### config.mk
export PLATFORM = sky130hd
export DESIGN_NAME = ydvr_gain
export DESIGN_NICKNAME = d
export VERILOG_FILES = /design/src/ydvr_pkg.sv /design/src/ydvr_gain.sv
export SDC_FILE = /design/constraint.sdc
export NUM_CORES = 1
export LEC_CHECK = 0
export BUFFER_PORTS_ARGS = -buffer_cell sky130_fd_sc_hd__clkbuf_2
export CAP_MARGIN = 20
export CORE_MARGIN = 2
export CORE_UTILIZATION = 40
export DETAILED_ROUTE_END_ITERATION = 12
export GPL_TIMING_DRIVEN = 1
export PLACE_DENSITY = 0.68
export SYNTH_ARGS = -nofsm -noshare
export SYNTH_HDL_FRONTEND = slang
export SYNTH_SLANG_ARGS = --single-unit
### constraint.sdc
create_clock -name clk_i -period 5.4 [get_ports clk_i]
set_clock_uncertainty 0.15 [all_clocks]
set_input_delay 0 -clock clk_i [delete_from_list [all_inputs] [get_ports clk_i]]
set_output_delay 0 -clock clk_i [all_outputs]
set_load 0.005 [all_outputs]
### src/ydvr_pkg.sv
package ydvr_pkg;

  // Field widths.
  localparam int YAW_W = 17;
  localparam int VEC_W = 15;

  // Angle arithmetic: 360 degrees is 46080 input units.
  localparam int DIFF_W       = 18;
  localparam int ANG_W        = 16;
  localparam int FULL_TURN    = 46080;
  localparam int QUARTER_TURN = 11520;
  localparam int ANGLE_SHIFT  = 9;

  // Vector arithmetic.
  localparam int VEC_SHIFT = 16;
  localparam int XY_W      = 34;
  localparam int Z_W       = 24;

  // Gain correction, K = GAIN_Q30 / 2^30.
  localparam int GAIN_FRAC = 30;
  localparam logic [GAIN_FRAC-1:0] GAIN_Q30 = 30'd652032874;

  // Output range.
  localparam int OUT_MIN = -16384;
  localparam int OUT_MAX = 16383;

  // Rotation stage count and arctangent table size.
  localparam int ROTATION_STAGES = 16;
  localparam int ATAN_LEN        = 24;
  localparam int ATAN_IW         = $clog2(ATAN_LEN);
  localparam int CORDIC_STAGES   =
      (ROTATION_STAGES < ATAN_LEN) ? ROTATION_STAGES : ATAN_LEN;

  // Pipeline: three front stages, the rotation stages, two gain stages.
  localparam int PRE_STAGES = 3;
  localparam int PIPE_DEPTH = PRE_STAGES + CORDIC_STAGES + 2;

  typedef logic signed [YAW_W-1:0] yaw_t;
  typedef logic signed [VEC_W-1:0] vec_t;
  typedef logic signed [XY_W-1:0]  xy_t;
  typedef logic signed [Z_W-1:0]   z_t;

  typedef struct packed {
    logic mul_en;
    logic rnd_en;
  } gain_ctl_t;

  // atan(2^-i) in units of 1/65536 degree, rounded to nearest.
  function automatic z_t atan_at(input logic [ATAN_IW-1:0] idx);
    z_t val;
    case (idx)
      5'd0:    val = 24'sd2949120;
      5'd1:    val = 24'sd1740967;
      5'd2:    val = 24'sd919879;
      5'd3:    val = 24'sd466945;
      5'd4:    val = 24'sd234379;
      5'd5:    val = 24'sd117304;
      5'd6:    val = 24'sd58666;
      5'd7:    val = 24'sd29335;
      5'd8:    val = 24'sd14668;
      5'd9:    val = 24'sd7334;
      5'd10:   val = 24'sd3667;
      5'd11:   val = 24'sd1833;
      5'd12:   val = 24'sd917;
      5'd13:   val = 24'sd458;
      5'd14:   val = 24'sd229;
      5'd15:   val = 24'sd115;
      5'd16:   val = 24'sd57;
      5'd17:   val = 24'sd29;
      5'd18:   val = 24'sd14;
      5'd19:   val = 24'sd7;
      5'd20:   val = 24'sd4;
      5'd21:   val = 24'sd2;
      5'd22:   val = 24'sd1;
      default: val = 24'sd0;
    endcase
    return val;
  endfunction

endpackage

### src/ydvr_gain.sv
module ydvr_gain (
  input  logic                clk_i,
  input  ydvr_pkg::gain_ctl_t ctl_i,
  input  ydvr_pkg::xy_t       val_i,
  output ydvr_pkg::vec_t      res_o
);

  // The wide product is built from two narrow partial products.
  localparam int LO_W      = ydvr_pkg::XY_W / 2;
  localparam int HI_W      = ydvr_pkg::XY_W - LO_W;
  localparam int PL_W      = LO_W + ydvr_pkg::GAIN_FRAC;
  localparam int PH_W      = HI_W + ydvr_pkg::GAIN_FRAC;
  localparam int SUM_W     = ydvr_pkg::XY_W + ydvr_pkg::GAIN_FRAC;
  localparam int SUM_SHIFT = ydvr_pkg::VEC_SHIFT + ydvr_pkg::GAIN_FRAC;
  localparam int Q_W       = SUM_W - SUM_SHIFT;

  localparam logic signed [SUM_W-1:0] RND   = SUM_W'(1) <<< (SUM_SHIFT - 1);
  localparam logic signed [Q_W-1:0]   Q_MIN = Q_W'(ydvr_pkg::OUT_MIN);
  localparam logic signed [Q_W-1:0]   Q_MAX = Q_W'(ydvr_pkg::OUT_MAX);

  logic        [LO_W-1:0]  lo;
  logic signed [HI_W-1:0]  hi;
  logic        [PL_W-1:0]  pl_d, pl_q;
  logic signed [PH_W-1:0]  ph_d, ph_q;
  logic signed [SUM_W-1:0] sum;
  logic signed [Q_W-1:0]   quo;
  ydvr_pkg::vec_t          res_d, res_q;

  assign lo   = val_i[LO_W-1:0];
  assign hi   = val_i[ydvr_pkg::XY_W-1:LO_W];
  assign pl_d = lo * ydvr_pkg::GAIN_Q30;
  assign ph_d = hi * $signed({1'b0, ydvr_pkg::GAIN_Q30});

  // Recombine, round to nearest with ties upward, then clamp.
  assign sum = $signed({ph_q, {LO_W{1'b0}}}) + $signed({{HI_W{1'b0}}, pl_q}) + RND;
  assign quo = sum[SUM_W-1:SUM_SHIFT];

  always_comb begin
    if (quo < Q_MIN) begin
      res_d = ydvr_pkg::VEC_W'(Q_MIN);
    end else if (quo > Q_MAX) begin
      res_d = ydvr_pkg::VEC_W'(Q_MAX);
    end else begin
      res_d = ydvr_pkg::VEC_W'(quo);
    end
  end

  always_ff @(posedge clk_i) begin
    if (ctl_i.mul_en) begin
      pl_q <= pl_d;
      ph_q <= ph_d;
    end
    if (ctl_i.rnd_en) begin
      res_q <= res_d;
    end
  end

  assign res_o = res_q;

endmodule

* Word level (Yosys, flattened, before mapping)
Cells that the tools add are included.
Storage, ports and cells: bits in registers 107, output and inout bits 15, input bits 37
Cells by class: muxes and demuxes 1, multipliers 2, $lt $le $gt $ge 2, add/sub/neg operators 2
Operators with widths (count):
- 64-bit by 47-bit adder with 64-bit output, second input constant | 1
- 64-bit by 48-bit adder with 64-bit output | 1
- 17-bit by 29-bit multiplier with 46-bit output, second input constant | 1
- 17-bit by 30-bit multiplier with 46-bit output, second input constant | 1
- 18-bit by 15-bit greater-than comparator with 1-bit output, second input constant | 1
- 18-bit by 15-bit < comparator with 1-bit output, second input constant | 1
- 15-bit 2-to-1 mux | 1

* Longest topological paths before layout
Gate-level depths: netlist (run 1).
depth after elaboration 4, gate-level depth with buffers 24, depth with buffers taken out 23

* Worst setup path before layout (run 1)
Ideal clock, no wire load.
path type input to register, start point input val_i[31], end point register ph_q[39] (data pin), path buffers 1, cell stages on the path 19, path slack -0.317 ns, setup time 0.272 ns, arrival 5.296 ns, cell sequence fa_1 > fa_1 > fa_1 > inv_1 > fa_1 > inv_1 > fa_1 > inv_1 > fa_1 > inv_1 > ha_1 > buf_2 > nand2_1 > or3_1 > o31ai_4 > o211ai_4 > o311ai_4 > mux2i_1 > or4_1
Between the ends: word-level cells in the longest chain between the ends 1
RTL lines:
- from (decl) | line ydvr_gain.sv:4 | input ydvr_pkg::xy_t val_i,
- 17-bit by 30-bit multiplier with 46-bit output | line ydvr_gain.sv:32 | assign ph_d = hi * $signed({1'b0, ydvr_pkg::GAIN_Q30});
- net ph_d[39] | line ydvr_gain.sv:24 | logic signed [PH_W-1:0] ph_d, ph_q;
- to (signal assigned) | line ydvr_gain.sv:51 | ph_q <= ph_d;
- to (decl) | line ydvr_gain.sv:24
The timed path passes the listed nets, and every way through them passes these cells. A chain may end at the register's enable or synchronous reset.

* Worst setup path in the final report (run 1)
start point input val_i[24], end point register ph_q[39] (data pin)
Same word-level chain as after synthesis.

==> summary.txt, run 1 <==
Status
  – Status: finished, violations left
  – Failing checks: setup timing

Detailed routing
  – DRT antenna net count: 0
  – Via Count: ~15000
  – Vias per std cell: slightly below 5
  – Drt total wl: approximately 54000 um
  – Post-DR wirelength/cell: 17.7 um
  – 1st-pass router iterations: 5
  – Initial DRC Count: about 740
  – DRC viols: 0

Clocking
  – Root Buffer: clkbuf_16
  – Clock Latency Late Sink: around 0.35 ns
  – CTS H-tree depth: 3
  – Clk buf depth: 2
  – Clk slew on worst S/H paths: roughly 0.07 ns
  – TritonCTS clock tree: built
  – Cts bufs inserted: 9
  – Clk sinks: 90

Critical path
  – Worst Path Max Fanout: 4
  – Reg-to-Reg Start: pl_q[25]
  – Startpoint Class: input pin
  – Crit path DAT: roughly 5.5 ns
  – Worst EP required: around 5.3 ns
  – Setup CP Type: in2reg
  – R2r setup slk: 1.63 ns
  – R2r worst-path depth: 12
  – Crit end category: register
  – Worst R2R End: res_o[12]

Final layout
  – # diodes: 0
  – P&R area growth vs syn: 26.5%
  – Cell Count, Final, Fillers Out: approximately 3100
  – Layout cells sized above 1: 26.3%
  – Design area: approximately 26000 um2
  – Fin nets: 3166

Synth
  – Avg Synthesized Cell Area: roughly 11 um2
  – Main synth FF type: edfxtp_1
  – Complex-gate fraction of the synthesized area: under 10%
  – Yosys reg bits: 90
  – Count of warnings emitted by yosys: 0
  – Adder-Cell Fraction of Synth Area: between 60% and 70%
  – Post-Synth XOR/XNOR Area: 3.06%
  – Syn Std Cell Area: between 20000 and 25000 um2
  – Syn_nets: ~2700
  – Post-Syn Instances: just under 2000
  – Post-synth cell types: 60
  – EDFF count, synth: 90
  – Ys async rst share: 0%
  – Synth Area in Simple Gates: 4.84%
  – Sequential fraction of the synthesis area: a little over an eighth
  – Post-synthesis mux area share: less than 1%
  – Combinational family with the most area after synthesis: adder cells

Timing
  – Peak Freq: roughly 0.18 GHz
  – Pins Over Slew Limit: 0
  – # setup viols final: 13
  – Normalized max-slew margin: a little over a third
  – Min Tclk post-route: between 5 and 6 ns
  – Tcrit/Tclk final: 104%
  – Setup ws final: -0.197 ns
  – RSZ-0062 raised after global routing: yes
  – Least-Margin Pin Slew: approximately 0.97 ns
  – Hold WS: ~0.025 ns
  – Final Hold Viols: 0

Floorplanning
  – Width of the chip: 231 um
  – Core Rows: 83
  – Die area: around 53000 um2
  – Initial Util: about two fifths
  – Die span in y: between 200 and 250 um
  – Boundary Pins: 52
  – Core area: 51100 um2

Global route
  – Overflow after GRT: 0
  – Initial antenna violation count: 0
  – Largest net degree at the start of global routing: 76
  – Vias in the first global route: roughly 17000
  – First-pass GRT wire length: 87600 um
  – Total track usage: between 20% and 30%

Placed design
  – Setup slack at placement: -0.845 ns
  – Routability cong.: roughly 1.0
  – Cell area after placement: around 24000 um2
  – PortBufs: slightly above 50
  – Placed insts: between 3000 and 4000
  – HPWL Detailed: around 48000 um

Hold path
  – Hold Path End: ph_q[3]
  – Hold Path Class: in2reg
  – Min-delay src: val_i[19]
  – Hold path cells: 3

Flow run
  – Max_cap viols: 0
-- cell type report --
| type | instances | area [um2] |
|---|---|---|
| fill | 4528 | 25000 |
| multi-input combinational | 1279 | 16800 |
| timing repair buffer | 425 | 3300 |
| sequential | 90 | 2700 |
| inverter | 563 | 2120 |
| tap | 680 | 851 |
| clock buffer | 9 | 225 |
| clock inverter | 7 | 95.1 |
-- synth_stat cells (3+ instances only) --
master	number	share of area, %
o2111ai_1	3	0.13
xnor2_1	45	1.9
and3_1	13	0.39
nor2b_1	10	0.30
ha_1	374	23
inv_1	563	10
a211o_1	6	0.26
o21ai_0	23	0.56
and2_1	3	0.091
nand2_1	46	0.84
o31ai_1	4	0.15
or3_1	3	0.091
o21a_1	7	0.26
nor2_1	58	1.1
xor2_1	27	1.1
nand2b_1	4	0.12
nand3_1	19	0.46
a21o_1	46	1.7
nand4_1	13	0.39
nand3b_1	5	0.18
o211ai_1	9	0.33
nor4_1	3	0.091
clkbuf_1	4	0.073
edfxtp_1	90	13
o21ai_1	7	0.17
a41oi_1	3	0.13
nor3_1	13	0.32
o41ai_1	3	0.13
a31oi_1	14	0.43
fa_1	387	38
buf_2	6	0.15
o21bai_1	8	0.29
a211oi_1	8	0.29
or2_2	7	0.21
a2111oi_0	3	0.13
a21oi_1	73	1.8
-- timing repair --
action | CTS | global route
hold buffers | 3 | 0
setup buffers | 8 | 24
endpoints found under the hold margin | 17 | 0
setup endpoints to repair | 36 | 36
resized for setup | 115 | 119
pin swaps | 73 | 119
-- state kept, by name, summed over array words and instances (netlist names) --
register,cells
pl_q,29
ph_q,46
res_o,15
-- stage by stage --
step           setup TNS [ns]  util (%)
6_report                -1.34      51.0
3_5_place_dp           -25.13      47.9
4_1_cts                -0.630      49.8
3_3_place_gp           -22.10      47.9
5_1_grt                 -3.62      51.0
2_1_floorplan          -0.509         -
-- layer usage --
metal  global-route usage (%)  wire (um)  vias to the layer above
met2                     36.2      26800                      312
met1                     28.1      23900                     7316
met4                     6.35       1510                        0
met5                        0          0                        -
met3                     1.82       1680                       75
li1                         -          -                     7040
-- worst max path at each step --
stage,start,end,cells past startpoint
floorplan,val_i[24],ph_q[39],20
global placement,val_i[6],pl_q[39],22
detailed placement,val_i[24],ph_q[46],23
CTS,val_i[22],ph_q[39],21
global route,val_i[6],pl_q[39],21
finish,val_i[24],ph_q[39],19
-- kinds of logic (layout without fill, tap and decap cells) --
| group | count (synthesis) | after routing |
|---|---|---|
| buffers and inverters | 573 | 1004 |
| adder cells (fa/ha/maj) | 761 | 761 |
| flip-flops | 90 | 90 |
| AO/OA/AOI/OAI | 241 | 241 |
| multiplexers | 1 | 1 |
| AND/OR/NAND/NOR | 204 | 204 |
| XOR/XNOR | 72 | 72 |
-- placed cells by master (no fill, tap or decap), drive strengths merged, types with 3 or more instances in the layout --
cell / instances
a41oi: 3
nor2b: 10
nor2: 58
clkbuf: 50
xor2: 27
nand2b: 4
nand2: 46
buf: 381
and2: 3
dlygate4sd3: 3
o21bai: 8
o41ai: 4
a221oi: 3
a211o: 6
edfxtp: 90
a211oi: 9
o211ai: 10
a21oi: 75
nand4: 13
o21a: 7
ha: 374
o31ai: 5
nor3: 13
a21o: 47
nand3: 19
inv: 566
nand3b: 5
and3: 13
or2: 7
o2111ai: 3
o21ai: 32
or3: 3
nor4: 3
a2111oi: 4
a31oi: 15
fa: 387
xnor2: 45
-- critical path, stage by stage --
cell and delay, ns:
buf_8 0.11, fa_1 0.51, buf_4 0.16, fa_1 0.50
inv_2 0.04, fa_1 0.41, fa_1 0.50, inv_1 0.06
fa_1 0.55, fa_1 0.48, ha_4 0.32, buf_4 0.12
nand3_1 0.08, or3_4 0.38, o31ai_4 0.31, o211ai_4 0.13
o311ai_4 0.25, mux2i_1 0.11, or4_1 0.50
Power of run 1 is left out: the tool's default activity adds up to more than one toggle a clock period on the data nets, which glitch-free logic cannot reach.
==> run 2, diff against run 1 <==
- MAX_ROUTING_LAYER: default -> met4
- SKIP_CTS_REPAIR_TIMING: default -> 1
==> summary.txt, run 2 (synthesized netlist as in run 1, its figures left out) <==
Final layout
  – Reg area: 2700 um2 (unchanged)
  – Fin nets: 3158 (-0.25%)
  – P&R area growth vs syn: 25.3%
  – Most frequent cells in the layout: inv_1, fa_1, buf_4
  – Biggest register: ph_q
  – # diodes: 0 (unchanged)
  – Max FFs per register: 46 (unchanged)
  – Multi-input gate area: 16700 um2 (-0.73%)
  – Layout cells sized above 1: 25.2% (-1.1 points)
  – Fill cells: 4609 (+1.8%)
  – Leading cell type in the layout, fill and taps excluded: inv_1

Timing
  – Normalized max-slew margin: 34.7% (-0.34 points)
  – Peak Freq: 0.176 GHz (-1.6%)
  – Least-Margin Pin Slew: 0.980 ns (+0.00512 ns)
  – Tcrit/Tclk final: 105% (+1.7 points)
  – Pins Over Slew Limit: 0 (unchanged)
  – Setup ws final: -0.291 ns (-0.0935 ns)
  – Final Hold Viols: 0 (unchanged)
  – # setup viols final: 16 (+3)
  – RSZ-0062 raised after global routing: yes
  – Min Tclk post-route: 5.69 ns (+0.0935 ns)
  – Hold WS: 0.0223 ns (-0.00305 ns)

Floorplanning
  – Width of the chip: 231 um (unchanged)
  – Core Rows: 83 (unchanged)
  – Boundary Pins: 52 (unchanged)
  – Die span in y: 231 um (unchanged)
  – Die area: 53300 um2 (unchanged)
  – Core area: 51100 um2 (unchanged)
  – Initial Util: 40.3% (unchanged)

Detailed routing
  – Initial DRC Count: 609 (-18%)
  – DRT met1 WL: 24300 um (+1.9%)
  – DRC viols: 0 (unchanged)
  – Post-DR wirelength/cell: 17.7 um (+0.50%)
  – 1st-pass router iterations: 5 (unchanged)
  – Routed met2 length: 26500 um (-1.2%)
  – DRT antenna net count: 0 (unchanged)
  – Via Count: 14600 (-1.1%)
  – Drt total wl: 54000 um (+0.24%)
  – Top Layer Used: met4
  – Met3 WL: 1760 um (+4.6%)
  – Vias per std cell: 4.79 (-0.86%)

Hold path
  – Hold Path Class: in2reg
  – Min-delay src: val_i[19]

Clocking
  – Clock Latency Late Sink: 0.36 ns (about the same)
  – Root Buffer: clkbuf_16
  – TritonCTS clock tree: built
  – Clk slew on worst S/H paths: 0.07 ns (about the same)
  – Clk sinks: 90 (unchanged)
  – Cts bufs inserted: 9 (unchanged)
  – CTS H-tree depth: 3 (unchanged)
  – Clk buf depth: 2 (unchanged)

Global route
  – Initial antenna violation count: 0 (unchanged)
  – Vias in the first global route: 16200 (-2.0%)
  – Overflow after GRT: 0 (unchanged)
  – Largest net degree at the start of global routing: 76 (unchanged)
  – Total track usage: 21.7% (+0.73 points)
  – First-pass GRT wire length: 87300 um (-0.35%)

Critical path
  – Crit end category: register
  – Worst Path Max Fanout: 5 (+1)
  – Setup CP Type: in2reg
  – Worst EP required: 5.35 ns (about the same)
  – Reg-to-Reg Start: pl_q[26]
  – Startpoint Class: input pin
  – CP startpoint: val_i[10]
  – Crit path DAT: 5.64 ns (+0.10 ns)

Status
  – Status: finished, violations left
  – Failing checks: setup timing

Placed design
  – HPWL Detailed: 49100 um (+3.0%)
  – PortBufs: 51 (unchanged)
  – Routability cong.: 1.02 (+1.1%)

Flow run
  – Max_cap viols: 0 (unchanged)
run 2: area by class of cell:
class                           count  share of cell area (%)
Multi-Input combinational cell   1279                    64.5
Timing Repair Buffer              417                    12.3
Sequential cell                    90                    10.5
Inverter                          563                    8.20
Tap cell                          680                    3.30
Clock buffer                        9                   0.872
Clock inverter                      7                   0.315
run 2: worst max-delay path, cell delays in order:
cell      delay [ns]
buf_2           0.17
fa_2            0.59
inv_1           0.05
fa_1            0.47
inv_1           0.06
fa_2            0.55
fa_2            0.48
fa_1            0.57
inv_1           0.06
fa_1            0.54
inv_1           0.07
ha_4            0.27
nand2_2         0.07
o41ai_4         0.43
o21ai_2         0.16
buf_4           0.16
a31oi_4         0.22
nand3b_1        0.15
a311oi_2        0.34
buf_4           0.17
xor2_1          0.05
run 2: worst paths after layout:
kind,endpoint,slack [ns],depth (start not counted)
min,ph_q[3],0.02,4
max reg2reg,res_o[0],1.57,12
max,pl_q[44],-0.29,21
min reg2reg,res_o[14],0.51,1
run 2: per-layer routing:
metal | global-route usage [%] | vias to the layer above
met2 | 36.3 | 262
met3 | 1.30 | 63
met4 | 5.36 | 0
li1 | - | 7034
met1 | 29.0 | 7219
met5 | - | -
run 2: metrics by stage:
stage                     cell area [um2]  cells  util, %  setup slack [ns]  setup TNS (ns)
after floorplan                     20800   1942        -            -0.218          -0.509
after global placement              24500   3009     47.9            -0.922          -24.87
after detailed placement            24500   3009     47.9            -0.941          -27.98
after CTS                           24800   3025     48.5            -0.574          -10.28
after global routing                25800   3045     50.5            -0.433           -5.49
final                               25800   3045     50.5            -0.291           -2.42
Power of run 2 is left out for the same reason.
